File: src/design/lsia_pkg.sv
// ---------------------------------------------------------------------------
// lsia_pkg
// Shared constants, codes and control types of the lap stopwatch.
// ---------------------------------------------------------------------------
package lsia_pkg;

	localparam int COUNT_BITS  = 32;
	localparam int SPLIT_DEPTH = 4;
	localparam int ADD_W       = 25;
	localparam int CMD_W       = 3;
	localparam int LAST_W      = 29;
	localparam int IVL_W       = 10;

	localparam int DIG_W   = 4;
	localparam int MIN_W   = 6;
	localparam int HOURS_W = 23;
	localparam int DAYS_W  = 19;
	localparam int HR24_W  = 5;

	localparam int DIVISOR_W = 10;
	localparam int RADIX_B   = 2;
	localparam int DIV_STEPS = (COUNT_BITS + RADIX_B - 1) / RADIX_B;
	localparam int DIV_W     = DIV_STEPS * RADIX_B;
	localparam int STEP_W    = $clog2(DIV_STEPS + 1);

	localparam int SUM_W = ((COUNT_BITS > ADD_W) ? COUNT_BITS : ADD_W) + 2;

	localparam int S_TDATA_W = ((ADD_W + 7) / 8) * 8;
	localparam int OUT_BITS  = 2 * (DIG_W + MIN_W + HOURS_W + DAYS_W) + 2;
	localparam int M_TDATA_W = ((OUT_BITS + 7) / 8) * 8;

	localparam int OFS_T_DIG  = 0;
	localparam int OFS_L_DIG  = DIG_W + MIN_W + HOURS_W + DAYS_W;
	localparam int OFS_ALARM  = 2 * OFS_L_DIG;
	localparam int OFS_RUN    = OFS_ALARM + 1;

	localparam int PADDR_W = 3;

	localparam logic [DIVISOR_W-1:0] DIV_TENTHS  = DIVISOR_W'(10);
	localparam logic [DIVISOR_W-1:0] DIV_MINUTES = DIVISOR_W'(60);
	localparam logic [DIVISOR_W-1:0] DIV_HOURS   = DIVISOR_W'(24);

	localparam logic [CMD_W-1:0] CMD_TICK   = 3'd0;
	localparam logic [CMD_W-1:0] CMD_TOGGLE = 3'd1;
	localparam logic [CMD_W-1:0] CMD_RESET  = 3'd2;
	localparam logic [CMD_W-1:0] CMD_SPLIT  = 3'd3;
	localparam logic [CMD_W-1:0] CMD_CLEAR  = 3'd4;
	localparam logic [CMD_W-1:0] CMD_ADD    = 3'd5;

	localparam logic REG_INTERVAL = 1'b0;
	localparam logic REG_DAYS     = 1'b1;

	typedef enum logic [1:0] {
		PH_D10 = 2'd0,
		PH_D60 = 2'd1,
		PH_D24 = 2'd2,
		PH_INT = 2'd3
	} phase_t;

	typedef struct packed {
		logic   apply;
		logic   start;
		phase_t phase;
		logic   capture;
		logic   finish;
	} ctrl_cmd_t;

	typedef struct packed {
		logic div_done;
		logic out_free;
	} ctrl_sts_t;

endpackage

File: src/design/lsia_div.sv
// ---------------------------------------------------------------------------
// lsia_div
// Iterative restoring divider, two quotient bits per cycle.
// ---------------------------------------------------------------------------
module lsia_div (
	input  logic                              clk,
	input  logic                              arst_n,
	input  logic                              start,
	input  logic [lsia_pkg::DIV_W-1:0]        dividend,
	input  logic [lsia_pkg::DIVISOR_W-1:0]    divisor,
	output logic [lsia_pkg::DIV_W-1:0]        quotient,
	output logic [lsia_pkg::DIVISOR_W-1:0]    remainder,
	output logic                              done
);

	logic                              busy_q;
	logic                              done_q;
	logic [lsia_pkg::STEP_W-1:0]       step_q;
	logic [lsia_pkg::DIVISOR_W-1:0]    rem_q;
	logic [lsia_pkg::DIV_W-1:0]        quo_q;
	logic [lsia_pkg::DIVISOR_W-1:0]    rem_d;
	logic [lsia_pkg::DIV_W-1:0]        quo_d;
	logic [lsia_pkg::DIVISOR_W:0]      part;

	always_comb begin
		rem_d = rem_q;
		quo_d = quo_q;
		part  = '0;
		for (int k = 0; k < lsia_pkg::RADIX_B; k++) begin
			part  = {rem_d, quo_d[lsia_pkg::DIV_W-1]};
			quo_d = {quo_d[lsia_pkg::DIV_W-2:0], 1'b0};
			if (part >= {1'b0, divisor}) begin
				rem_d    = lsia_pkg::DIVISOR_W'(part - {1'b0, divisor});
				quo_d[0] = 1'b1;
			end else begin
				rem_d = part[lsia_pkg::DIVISOR_W-1:0];
			end
		end
	end

	always_ff @(posedge clk or negedge arst_n) begin
		if (!arst_n) begin
			busy_q <= 1'b0;
			done_q <= 1'b0;
			step_q <= '0;
		end else begin
			done_q <= 1'b0;
			if (start) begin
				busy_q <= 1'b1;
				step_q <= lsia_pkg::STEP_W'(lsia_pkg::DIV_STEPS);
			end else if (busy_q) begin
				step_q <= step_q - 1'b1;
				if (step_q == lsia_pkg::STEP_W'(1)) begin
					busy_q <= 1'b0;
					done_q <= 1'b1;
				end
			end
		end
	end

	always_ff @(posedge clk) begin
		if (start) begin
			rem_q <= '0;
			quo_q <= dividend;
		end else if (busy_q) begin
			rem_q <= rem_d;
			quo_q <= quo_d;
		end
	end

	assign quotient  = quo_q;
	assign remainder = rem_q;
	assign done      = done_q;

endmodule

File: src/design/lsia_ctrl.sv
// ---------------------------------------------------------------------------
// lsia_ctrl
// Sequencer: accept a word, run the four divide phases, load the result.
// ---------------------------------------------------------------------------
module lsia_ctrl (
	input  logic                    clk,
	input  logic                    arst_n,
	input  logic                    s_tvalid,
	output logic                    s_tready,
	input  lsia_pkg::ctrl_sts_t     sts,
	output lsia_pkg::ctrl_cmd_t     cmd
);

	typedef enum logic [9:0] {
		ST_IDLE  = 10'b00_0000_0001,
		ST_GO10  = 10'b00_0000_0010,
		ST_W10   = 10'b00_0000_0100,
		ST_GO60  = 10'b00_0000_1000,
		ST_W60   = 10'b00_0001_0000,
		ST_GO24  = 10'b00_0010_0000,
		ST_W24   = 10'b00_0100_0000,
		ST_GOINT = 10'b00_1000_0000,
		ST_WINT  = 10'b01_0000_0000,
		ST_FIN   = 10'b10_0000_0000
	} state_t;

	state_t state_q;
	state_t state_d;

	always_comb begin
		state_d     = state_q;
		cmd         = '0;
		cmd.phase   = lsia_pkg::PH_D10;
		unique case (state_q)
			ST_IDLE: begin
				cmd.apply = s_tvalid;
				if (s_tvalid) state_d = ST_GO10;
			end
			ST_GO10: begin
				cmd.start = 1'b1;
				state_d   = ST_W10;
			end
			ST_W10: begin
				cmd.capture = sts.div_done;
				if (sts.div_done) state_d = ST_GO60;
			end
			ST_GO60: begin
				cmd.start = 1'b1;
				cmd.phase = lsia_pkg::PH_D60;
				state_d   = ST_W60;
			end
			ST_W60: begin
				cmd.phase   = lsia_pkg::PH_D60;
				cmd.capture = sts.div_done;
				if (sts.div_done) state_d = ST_GO24;
			end
			ST_GO24: begin
				cmd.start = 1'b1;
				cmd.phase = lsia_pkg::PH_D24;
				state_d   = ST_W24;
			end
			ST_W24: begin
				cmd.phase   = lsia_pkg::PH_D24;
				cmd.capture = sts.div_done;
				if (sts.div_done) state_d = ST_GOINT;
			end
			ST_GOINT: begin
				cmd.start = 1'b1;
				cmd.phase = lsia_pkg::PH_INT;
				state_d   = ST_WINT;
			end
			ST_WINT: begin
				cmd.phase   = lsia_pkg::PH_INT;
				cmd.capture = sts.div_done;
				if (sts.div_done) state_d = ST_FIN;
			end
			ST_FIN: begin
				cmd.finish = sts.out_free;
				if (sts.out_free) state_d = ST_IDLE;
			end
			default: state_d = ST_IDLE;
		endcase
	end

	always_ff @(posedge clk or negedge arst_n) begin
		if (!arst_n) begin
			state_q <= ST_IDLE;
		end else begin
			state_q <= state_d;
		end
	end

	assign s_tready = (state_q == ST_IDLE);

endmodule

File: src/design/lsia_dp.sv
// ---------------------------------------------------------------------------
// lsia_dp
// Stopwatch state, lap and field breakdown through two dividers, output word.
// ---------------------------------------------------------------------------
module lsia_dp (
	input  logic                              clk,
	input  logic                              arst_n,
	input  logic [lsia_pkg::CMD_W-1:0]        command,
	input  logic signed [lsia_pkg::ADD_W-1:0] add_tenths,
	input  logic [lsia_pkg::IVL_W-1:0]        interval_minutes,
	input  logic                              days_format,
	input  lsia_pkg::ctrl_cmd_t               cmd,
	output lsia_pkg::ctrl_sts_t               sts,
	input  logic                              m_tready,
	output logic                              m_tvalid,
	output logic [lsia_pkg::M_TDATA_W-1:0]    m_tdata
);

	localparam logic [lsia_pkg::COUNT_BITS-1:0] COUNT_MAX = '1;

	logic [lsia_pkg::COUNT_BITS-1:0]   count_q;
	logic                              run_q;
	logic [lsia_pkg::COUNT_BITS-1:0]   split_q [lsia_pkg::SPLIT_DEPTH];
	logic [lsia_pkg::LAST_W-1:0]       last_q;

	logic signed [lsia_pkg::SUM_W-1:0] sum_s;
	logic [lsia_pkg::COUNT_BITS-1:0]   add_res;
	logic [lsia_pkg::COUNT_BITS-1:0]   lap;

	logic                              a_start;
	logic [lsia_pkg::DIV_W-1:0]        a_dvd;
	logic [lsia_pkg::DIVISOR_W-1:0]    a_dvs;
	logic [lsia_pkg::DIV_W-1:0]        a_quo;
	logic [lsia_pkg::DIVISOR_W-1:0]    a_rem;
	logic                              a_done;
	logic [lsia_pkg::DIV_W-1:0]        b_dvd;
	logic [lsia_pkg::DIVISOR_W-1:0]    b_dvs;
	logic [lsia_pkg::DIV_W-1:0]        b_quo;
	logic [lsia_pkg::DIVISOR_W-1:0]    b_rem;
	logic                              b_done;

	logic [lsia_pkg::DIG_W-1:0]        t_dig_q, l_dig_q;
	logic [lsia_pkg::DIV_W-1:0]        t_mq_q, l_mq_q;
	logic [lsia_pkg::MIN_W-1:0]        t_min_q, l_min_q;
	logic [lsia_pkg::DIV_W-1:0]        t_hr_q, l_hr_q;
	logic [lsia_pkg::HR24_W-1:0]       t_h24_q, l_h24_q;
	logic [lsia_pkg::DIV_W-1:0]        t_day_q, l_day_q;
	logic [lsia_pkg::DIVISOR_W-1:0]    ivl_rem_q;

	logic                              alarm_hit;
	logic [lsia_pkg::HOURS_W-1:0]      t_hours, l_hours;
	logic [lsia_pkg::DAYS_W-1:0]       t_days, l_days;
	logic                              out_valid_q;
	logic [lsia_pkg::M_TDATA_W-1:0]    out_data_q;

	// saturating signed add
	always_comb begin
		sum_s = $signed(lsia_pkg::SUM_W'(count_q)) + lsia_pkg::SUM_W'(add_tenths);
		if (sum_s < 0) begin
			add_res = '0;
		end else if (sum_s > $signed(lsia_pkg::SUM_W'(COUNT_MAX))) begin
			add_res = COUNT_MAX;
		end else begin
			add_res = sum_s[lsia_pkg::COUNT_BITS-1:0];
		end
	end

	assign lap = (count_q > split_q[0]) ? count_q - split_q[0] : '0;

	always_ff @(posedge clk or negedge arst_n) begin
		if (!arst_n) begin
			count_q <= '0;
			run_q   <= 1'b0;
			last_q  <= '0;
			for (int i = 0; i < lsia_pkg::SPLIT_DEPTH; i++) split_q[i] <= '0;
		end else if (cmd.apply) begin
			unique case (command)
				lsia_pkg::CMD_TICK: begin
					if (run_q && count_q != COUNT_MAX) count_q <= count_q + 1'b1;
				end
				lsia_pkg::CMD_TOGGLE: begin
					run_q <= !run_q;
					if (!run_q) last_q <= '0;
				end
				lsia_pkg::CMD_RESET: begin
					count_q <= '0;
					run_q   <= 1'b0;
					last_q  <= '0;
					for (int i = 0; i < lsia_pkg::SPLIT_DEPTH; i++) split_q[i] <= '0;
				end
				lsia_pkg::CMD_SPLIT: begin
					if (split_q[0] != count_q) begin
						for (int i = lsia_pkg::SPLIT_DEPTH - 1; i > 0; i--) begin
							split_q[i] <= split_q[i-1];
						end
						split_q[0] <= count_q;
						last_q     <= '0;
					end
				end
				lsia_pkg::CMD_CLEAR: begin
					for (int i = 0; i < lsia_pkg::SPLIT_DEPTH; i++) split_q[i] <= '0;
				end
				lsia_pkg::CMD_ADD: begin
					count_q <= add_res;
				end
				default: begin
				end
			endcase
		end else if (cmd.finish && alarm_hit) begin
			last_q <= lsia_pkg::LAST_W'(l_mq_q);
		end
	end

	// divider operand select
	always_comb begin
		unique case (cmd.phase)
			lsia_pkg::PH_D10: begin
				a_dvd = lsia_pkg::DIV_W'(count_q);
				a_dvs = lsia_pkg::DIV_TENTHS;
				b_dvd = lsia_pkg::DIV_W'(lap);
				b_dvs = lsia_pkg::DIV_TENTHS;
			end
			lsia_pkg::PH_D60: begin
				a_dvd = t_mq_q;
				a_dvs = lsia_pkg::DIV_MINUTES;
				b_dvd = l_mq_q;
				b_dvs = lsia_pkg::DIV_MINUTES;
			end
			lsia_pkg::PH_D24: begin
				a_dvd = t_hr_q;
				a_dvs = lsia_pkg::DIV_HOURS;
				b_dvd = l_hr_q;
				b_dvs = lsia_pkg::DIV_HOURS;
			end
			lsia_pkg::PH_INT: begin
				a_dvd = t_hr_q;
				a_dvs = lsia_pkg::DIV_HOURS;
				b_dvd = l_mq_q;
				b_dvs = lsia_pkg::DIVISOR_W'(interval_minutes);
			end
			default: begin
				a_dvd = '0;
				a_dvs = lsia_pkg::DIV_TENTHS;
				b_dvd = '0;
				b_dvs = lsia_pkg::DIV_TENTHS;
			end
		endcase
	end

	assign a_start = cmd.start && (cmd.phase != lsia_pkg::PH_INT);

	lsia_div u_div_total (
		.clk       (clk),
		.arst_n    (arst_n),
		.start     (a_start),
		.dividend  (a_dvd),
		.divisor   (a_dvs),
		.quotient  (a_quo),
		.remainder (a_rem),
		.done      (a_done)
	);

	lsia_div u_div_lap (
		.clk       (clk),
		.arst_n    (arst_n),
		.start     (cmd.start),
		.dividend  (b_dvd),
		.divisor   (b_dvs),
		.quotient  (b_quo),
		.remainder (b_rem),
		.done      (b_done)
	);

	always_ff @(posedge clk) begin
		if (cmd.capture) begin
			unique case (cmd.phase)
				lsia_pkg::PH_D10: begin
					t_dig_q <= lsia_pkg::DIG_W'(a_rem);
					t_mq_q  <= a_quo;
					l_dig_q <= lsia_pkg::DIG_W'(b_rem);
					l_mq_q  <= b_quo;
				end
				lsia_pkg::PH_D60: begin
					t_min_q <= lsia_pkg::MIN_W'(a_rem);
					t_hr_q  <= a_quo;
					l_min_q <= lsia_pkg::MIN_W'(b_rem);
					l_hr_q  <= b_quo;
				end
				lsia_pkg::PH_D24: begin
					t_h24_q <= lsia_pkg::HR24_W'(a_rem);
					t_day_q <= a_quo;
					l_h24_q <= lsia_pkg::HR24_W'(b_rem);
					l_day_q <= b_quo;
				end
				lsia_pkg::PH_INT: begin
					ivl_rem_q <= b_rem;
				end
				default: begin
				end
			endcase
		end
	end

	assign alarm_hit = (interval_minutes != '0) && (l_mq_q != '0) && (ivl_rem_q == '0)
		&& (lsia_pkg::LAST_W'(l_mq_q) != last_q) && (l_dig_q == '0);

	assign t_hours = days_format ? lsia_pkg::HOURS_W'(t_h24_q) : lsia_pkg::HOURS_W'(t_hr_q);
	assign l_hours = days_format ? lsia_pkg::HOURS_W'(l_h24_q) : lsia_pkg::HOURS_W'(l_hr_q);
	assign t_days  = days_format ? lsia_pkg::DAYS_W'(t_day_q) : '0;
	assign l_days  = days_format ? lsia_pkg::DAYS_W'(l_day_q) : '0;

	always_ff @(posedge clk or negedge arst_n) begin
		if (!arst_n) begin
			out_valid_q <= 1'b0;
		end else if (cmd.finish) begin
			out_valid_q <= 1'b1;
		end else if (m_tready) begin
			out_valid_q <= 1'b0;
		end
	end

	always_ff @(posedge clk) begin
		if (cmd.finish) begin
			out_data_q <= lsia_pkg::M_TDATA_W'({run_q, alarm_hit && run_q,
				l_days, l_hours, l_min_q, l_dig_q,
				t_days, t_hours, t_min_q, t_dig_q});
		end
	end

	assign sts.div_done = b_done;
	assign sts.out_free = !out_valid_q || m_tready;
	assign m_tvalid     = out_valid_q;
	assign m_tdata      = out_data_q;

endmodule

File: src/design/lap_stopwatch_interval_alarm_top.sv
// ---------------------------------------------------------------------------
// lap_stopwatch_interval_alarm_top
// Stopwatch in tenths of a minute with lap splits and an interval alarm.
// ---------------------------------------------------------------------------
// Input stream: one word per command; s_tuser carries the command code,
// s_tdata the signed add offset. Every word yields one result word on the
// output stream with total and lap time broken into tenths, minutes, hours
// and days, plus the alarm pulse and the run flag.
// Timing: a word is taken in the idle state; the next word can be taken
// as soon as the result appears. The time per word is set by four divide
// phases on a pair of two-bit-per-cycle dividers (total and lap side);
// the interval phase runs the lap divider alone.
// The result sits in an output register: a stalled receiver holds it, and
// a finished word waits there while the block works on the next one; only
// a second result then waits for the register to empty.
// Reset clears the count, run flag, splits, alarm history, the two
// configuration registers and the output valid flag.
// Configuration: APB, interval_minutes at 0x0, days_format at 0x4.
// ---------------------------------------------------------------------------
module lap_stopwatch_interval_alarm_top (
	input  logic                              clk,
	input  logic                              arst_n,
	input  logic                              s_tvalid,
	output logic                              s_tready,
	input  logic [lsia_pkg::S_TDATA_W-1:0]    s_tdata,   // add_tenths
	input  logic [lsia_pkg::CMD_W-1:0]        s_tuser,   // command
	output logic                              m_tvalid,
	input  logic                              m_tready,
	// total_tenth_digit, total_minutes, total_hours, total_days,
	// lap_tenth_digit, lap_minutes, lap_hours, lap_days, alarm, running
	output logic [lsia_pkg::M_TDATA_W-1:0]    m_tdata,
	input  logic                              psel,
	input  logic                              penable,
	input  logic                              pwrite,
	input  logic [lsia_pkg::PADDR_W-1:0]      paddr,
	input  logic [31:0]                       pwdata,
	output logic [31:0]                       prdata,
	output logic                              pready
);

	logic [lsia_pkg::IVL_W-1:0]  interval_q;
	logic                        days_q;
	logic                        cfg_wr;
	lsia_pkg::ctrl_cmd_t         cmd;
	lsia_pkg::ctrl_sts_t         sts;

	assign pready = 1'b1;
	assign cfg_wr = psel && penable && pwrite && pready;

	always_ff @(posedge clk or negedge arst_n) begin
		if (!arst_n) begin
			interval_q <= '0;
			days_q     <= 1'b0;
		end else if (cfg_wr) begin
			unique case (paddr[2])
				lsia_pkg::REG_INTERVAL: interval_q <= pwdata[lsia_pkg::IVL_W-1:0];
				lsia_pkg::REG_DAYS:     days_q     <= pwdata[0];
				default: begin
				end
			endcase
		end
	end

	assign prdata = (paddr[2] == lsia_pkg::REG_DAYS) ? {31'd0, days_q}
		: 32'(interval_q);

	lsia_ctrl u_ctrl (
		.clk      (clk),
		.arst_n   (arst_n),
		.s_tvalid (s_tvalid),
		.s_tready (s_tready),
		.sts      (sts),
		.cmd      (cmd)
	);

	lsia_dp u_dp (
		.clk              (clk),
		.arst_n           (arst_n),
		.command          (s_tuser),
		.add_tenths       ($signed(s_tdata[lsia_pkg::ADD_W-1:0])),
		.interval_minutes (interval_q),
		.days_format      (days_q),
		.cmd              (cmd),
		.sts              (sts),
		.m_tready         (m_tready),
		.m_tvalid         (m_tvalid),
		.m_tdata          (m_tdata)
	);

endmodule

File: config.mk
export PLATFORM = sky130hd
export DESIGN_NAME = lap_stopwatch_interval_alarm_top
export DESIGN_NICKNAME = d
export VERILOG_FILES = /design/src/design/lsia_pkg.sv /design/src/design/lsia_div.sv /design/src/design/lsia_ctrl.sv /design/src/design/lsia_dp.sv /design/src/design/lap_stopwatch_interval_alarm_top.sv
export SDC_FILE = /design/constraint.sdc
export NUM_CORES = 1
export LEC_CHECK = 0
export BUFFER_PORTS_ARGS = -buffer_cell sky130_fd_sc_hd__buf_2
export CORE_MARGIN = 3
export CORE_UTILIZATION = 25
export DETAILED_ROUTE_END_ITERATION = 8
export SYNTH_ARGS = -nofsm -noshare
export SYNTH_HDL_FRONTEND = slang
export SYNTH_HIERARCHICAL = 1
export SYNTH_SLANG_ARGS = --single-unit
export TNS_END_PERCENT = 5
File: constraint.sdc
create_clock -name clk -period 11 [get_ports clk]
set_clock_uncertainty 0.2 [all_clocks]
set_input_delay 2.2 -clock clk [delete_from_list [all_inputs] [get_ports clk]]
set_output_delay 2.2 -clock clk [all_outputs]
set_load 0.02 [all_outputs]
* Word-level counts from Yosys, hierarchy flattened
Index checks and enable logic that the tools add are counted.
Operators by class: bitwise operators 1, $lt $le $gt $ge 7, $add $sub $neg 9, eq/ne operators 35, mux-type cells 59, reductions and logical operators 45
Operators by type and width (number):
- $pmux 32 s3 | 3
- $mux 32 | 8
- $pmux 128 s2 | 1
- $mux 128 | 1
- $mux 29 | 4
- $mux 10 | 11
- $pmux 10 s10 | 1
- $pmux 29 s3 | 1
- $ge 11x10->1 | 4
- $pmux 10 s4 | 1
- $sub 10x10->10 | 4
- $add 33x25->34 | 1
- $gt 34x33->1 const B | 1
- $lt 34x1->1 const B | 1
- $add 32x1->32 const B | 1
- $gt 32x32->1 | 1
- $ne 32x32->1 | 1
- $ne 32x32->1 const B | 1
- $reduce_bool 32->1 | 1
- $sub 32x32->32 | 1
- $mux 5 | 6
- $pmux 10 s3 | 1
- $ne 29x29->1 | 1
- $mux 1 | 19
- 41 further kinds | 81
Storage, ports and cells: flip-flop bits (word level) 589, output and inout port bits 147, bits of input ports 77

* Depth between registers and ports, before layout
depth in word-level cells 12, mapped depth 29, depth with buffers taken out 23

* Modules after synthesis
Netlist, hierarchy kept.
Modules (own cells, without submodules):
- lsia_dp | times used 1, cells an instance 1645, seq. area each 11746.3 um^2, area an instance 19662.6 um^2
- lsia_div (u_dp.u_div_total) | times used 1, cells an instance 307, seq. area each 1336.3 um^2, area an instance 3304.4 um^2
- lsia_div (u_dp.u_div_lap) | times used 1, cells an instance 304, seq. area each 1336.3 um^2, area an instance 3296.9 um^2
- lsia_ctrl | times used 1, cells an instance 77, seq. area each 251.5 um^2, area an instance 744.5 um^2
- lap_stopwatch_interval_alarm_top | times used 1, cells an instance 61, seq. area each 275.3 um^2, area an instance 732.0 um^2

* Least setup slack after synthesis
OpenSTA, ideal clock, no wires.
path type in2reg, start point input port m_tready, end point register u_dp/last_q[18] (netlist name), arrival time 6.138 ns, stages on the path 6, setup time 0.066 ns, buffers on the path 2, path slack 4.596 ns, data required time 10.734 ns, cells stage by stage nand2b_1 > and4b_1 > and3b_1 > clkbuf_1 > clkbuf_1 > a22o_1
RTL lines:
- start: declaration | RTL line lap_stopwatch_interval_alarm_top.sv:28 | input logic m_tready,
- end signal: assignment | RTL line lsia_dp.sv:110 | last_q <= lsia_pkg::LAST_W'(l_mq_q);
- end: declaration | RTL line lsia_dp.sv:24 | logic [lsia_pkg::LAST_W-1:0] last_q;

==> results.ini <==
[clock_network]
htree_levels=2
cts.sinks=525
root_buffer=clkbuf_16
cts_tree=yes
numCtsBuffers=56
cts_setup_buffers=0
cts-resized-gates=0
clk_latency_ps=620
postCtsHoldBufs=0
clockBufferDepth=3
clk_pin_slew_ps=60

[critical_path]
crit_slowest_cell=nor4_2
path_delay_family=simple AND/OR/NAND/NOR gates
path_cells=nor4_2, and2_1, nand3b_1, nand2_2, buf_4, nand2_1, or2_2, inv_1, ha_1, nand4_1, nor3_1, nor4_1, a21oi_4, mux2_2, ha_1, a211o_1, a21oi_1, o32ai_1, o21a_1, a211o_1, mux2_2
r2r-start=u_ctrl/state_q[5]
startpoint_type=flip-flop
r2r_end=u_dp/u_div_lap/quotient[0]
arrival_ps=7110
slowest_delay_ps=590
critical_path.max_fanout=76
critPathBufInv=2
worstRegToRegCells=21
worstSetupEndpointType=flip-flop
r2r_slack_ps=4070
cp.required_ps=11180
critPathKind=flip-flop to flip-flop

[floorplanning]
coreArea_um2=109000
num_rows=121
die_h_um=339
die_area_um2=115000
io_pins=224
die_x_um=339
start_util_pct=25.3

[power]
p_per_area_nw_per_um2=293
ir_worst_vdd_uv=143
leakage_nw=12.1
fin_total_pwr_mw=9.36

[grt]
grt_use_total_pct=12.9
grt_pass1_vias=18683
grt_start_max_net_pins=90
grt_overflow=0
grt_first_pass_wirelength_mm=115
antenna_found_initial=5

[status]
status=completed

[drt]
drc_errors=0
drt-initial-drc-count=1509
via_count=18947
post_drt_wl_per_cell_um=18.8
drt_wl_total_mm=76.4
routedLengthMet1_mm=33.8
wl_met3_mm=3.80
viasPerCell=4.66
antenna_left=0
wl_met2_mm=36.3
firstDrtPassIters=5
routed.top_layer=met5

[finish]
syn_to_final_growth_pct=15.3
finalNonFillerCells=4070
stdcell_area_um2=31900
multi_input_area_um2=11800
num-fill-cells=11214
final_cell_mix=edfxtp_1, nand2_1, buf_2, o21ai_0, dfrtp_1
regArea_um2=14900
layout_commonest_cell=edfxtp_1
drive_gt1_share_pct=18.1
nNetsFinal=2738

[yosys]
netlist_area_um2=27700
ys_warn_count=6
avgSynthCellArea_um2=11.6
synth_cells=2392

[timing]
fin_crit_sh_pct=63.0
slew_headroom_pct=28.9
tns_ps=0
setup_viol=0
fin_crit_ps=6930
worst_slack_ps=4070
slew_violations=0
max_freq_mhz=144
hold_viol=0
rsz0062_at_grt=false
worstMarginPinSlew_ps=1060

[placed_design]
hpwl_mm=54.0
post-place-ws_ps=4050
port_buffers=163
place.gp.congestion=0.883
dpl_cell_area_um2=30100
placedCellCount=3963

[min_path]
holdPathEnd=u_dp/m_tdata[60]
hold_class=flip-flop to flip-flop
hold_start=u_dp/l_min_q[4]
whs_path_depth=0

[flow_run]
cap_violations=0

worst max-delay path by stage:
stage / start / endpoint / depth (start not counted) / slack [ps]
floorplan: m_tready / u_dp/last_q[18] / 6 / 4600
global placement: u_ctrl/state_q[5] / u_dp/u_div_lap/quotient[0] / 21 / 4120
detailed placement: u_ctrl/state_q[1] / u_dp/u_div_lap/quotient[0] / 21 / 4050
CTS: u_ctrl/state_q[1] / u_dp/u_div_lap/quotient[0] / 21 / 4020
global route: u_ctrl/state_q[5] / u_dp/u_div_lap/quotient[0] / 22 / 3660
finish: u_ctrl/state_q[5] / u_dp/u_div_lap/quotient[0] / 21 / 4070
per-stage QoR:
step,util (%),hold slack (ps)
after floorplan,-,200
after global placement,27.5,205
after detailed placement,27.5,205
after CTS,29.2,212
after global routing,29.2,219
final,29.2,214
final cells by class:
type | instances | area share [%]
clock buffers | 69 | 4.70
repair buffers | 197 | 3.37
flip-flops and latches | 525 | 46.7
inverters | 109 | 1.28
multi-input cells | 1656 | 37.1
well taps | 1476 | 5.78
diodes | 1 | 0.00784
clock inverters | 37 | 1.07
where the power goes:
part / total, mW / internal (mW) / switching (mW)
Clock: 1.90 / 1.07 / 0.826
Combinational: 4.41 / 1.83 / 2.59
Sequential: 3.04 / 2.63 / 0.408
registers in the layout (all words and copies together), names as in the netlist, 6 cells and up:
| register | cells |
|---|---|
| u_dp/m_tdata | 106 |
| u_dp/count_q | 32 |
| u_dp/l_hr_q | 32 |
| u_dp/l_mq_q | 32 |
| u_dp/split_q | 32 |
| u_dp/t_hr_q | 32 |
| u_dp/t_mq_q | 32 |
| u_dp/u_div_lap/quotient | 32 |
| u_dp/u_div_total/quotient | 32 |
| u_dp/last_q | 29 |
| u_dp/l_day_q | 19 |
| u_dp/t_day_q | 19 |
| interval_q | 10 |
| u_ctrl/state_q | 10 |
| u_dp/ivl_rem_q | 10 |
| u_dp/u_div_lap/remainder | 10 |
| u_dp/u_div_total/remainder | 10 |
| u_dp/l_min_q | 6 |
| u_dp/t_min_q | 6 |
metal layers:
| metal | up-vias | global-route usage [%] |
|---|---|---|
| li1 | 9084 | - |
| met1 | 9312 | 16.6 |
| met2 | 423 | 21.5 |
| met3 | 126 | 2.47 |
| met4 | 2 | 4.43 |
| met5 | - | 0 |
No activity file was read; power rests on OpenSTA's default activity.
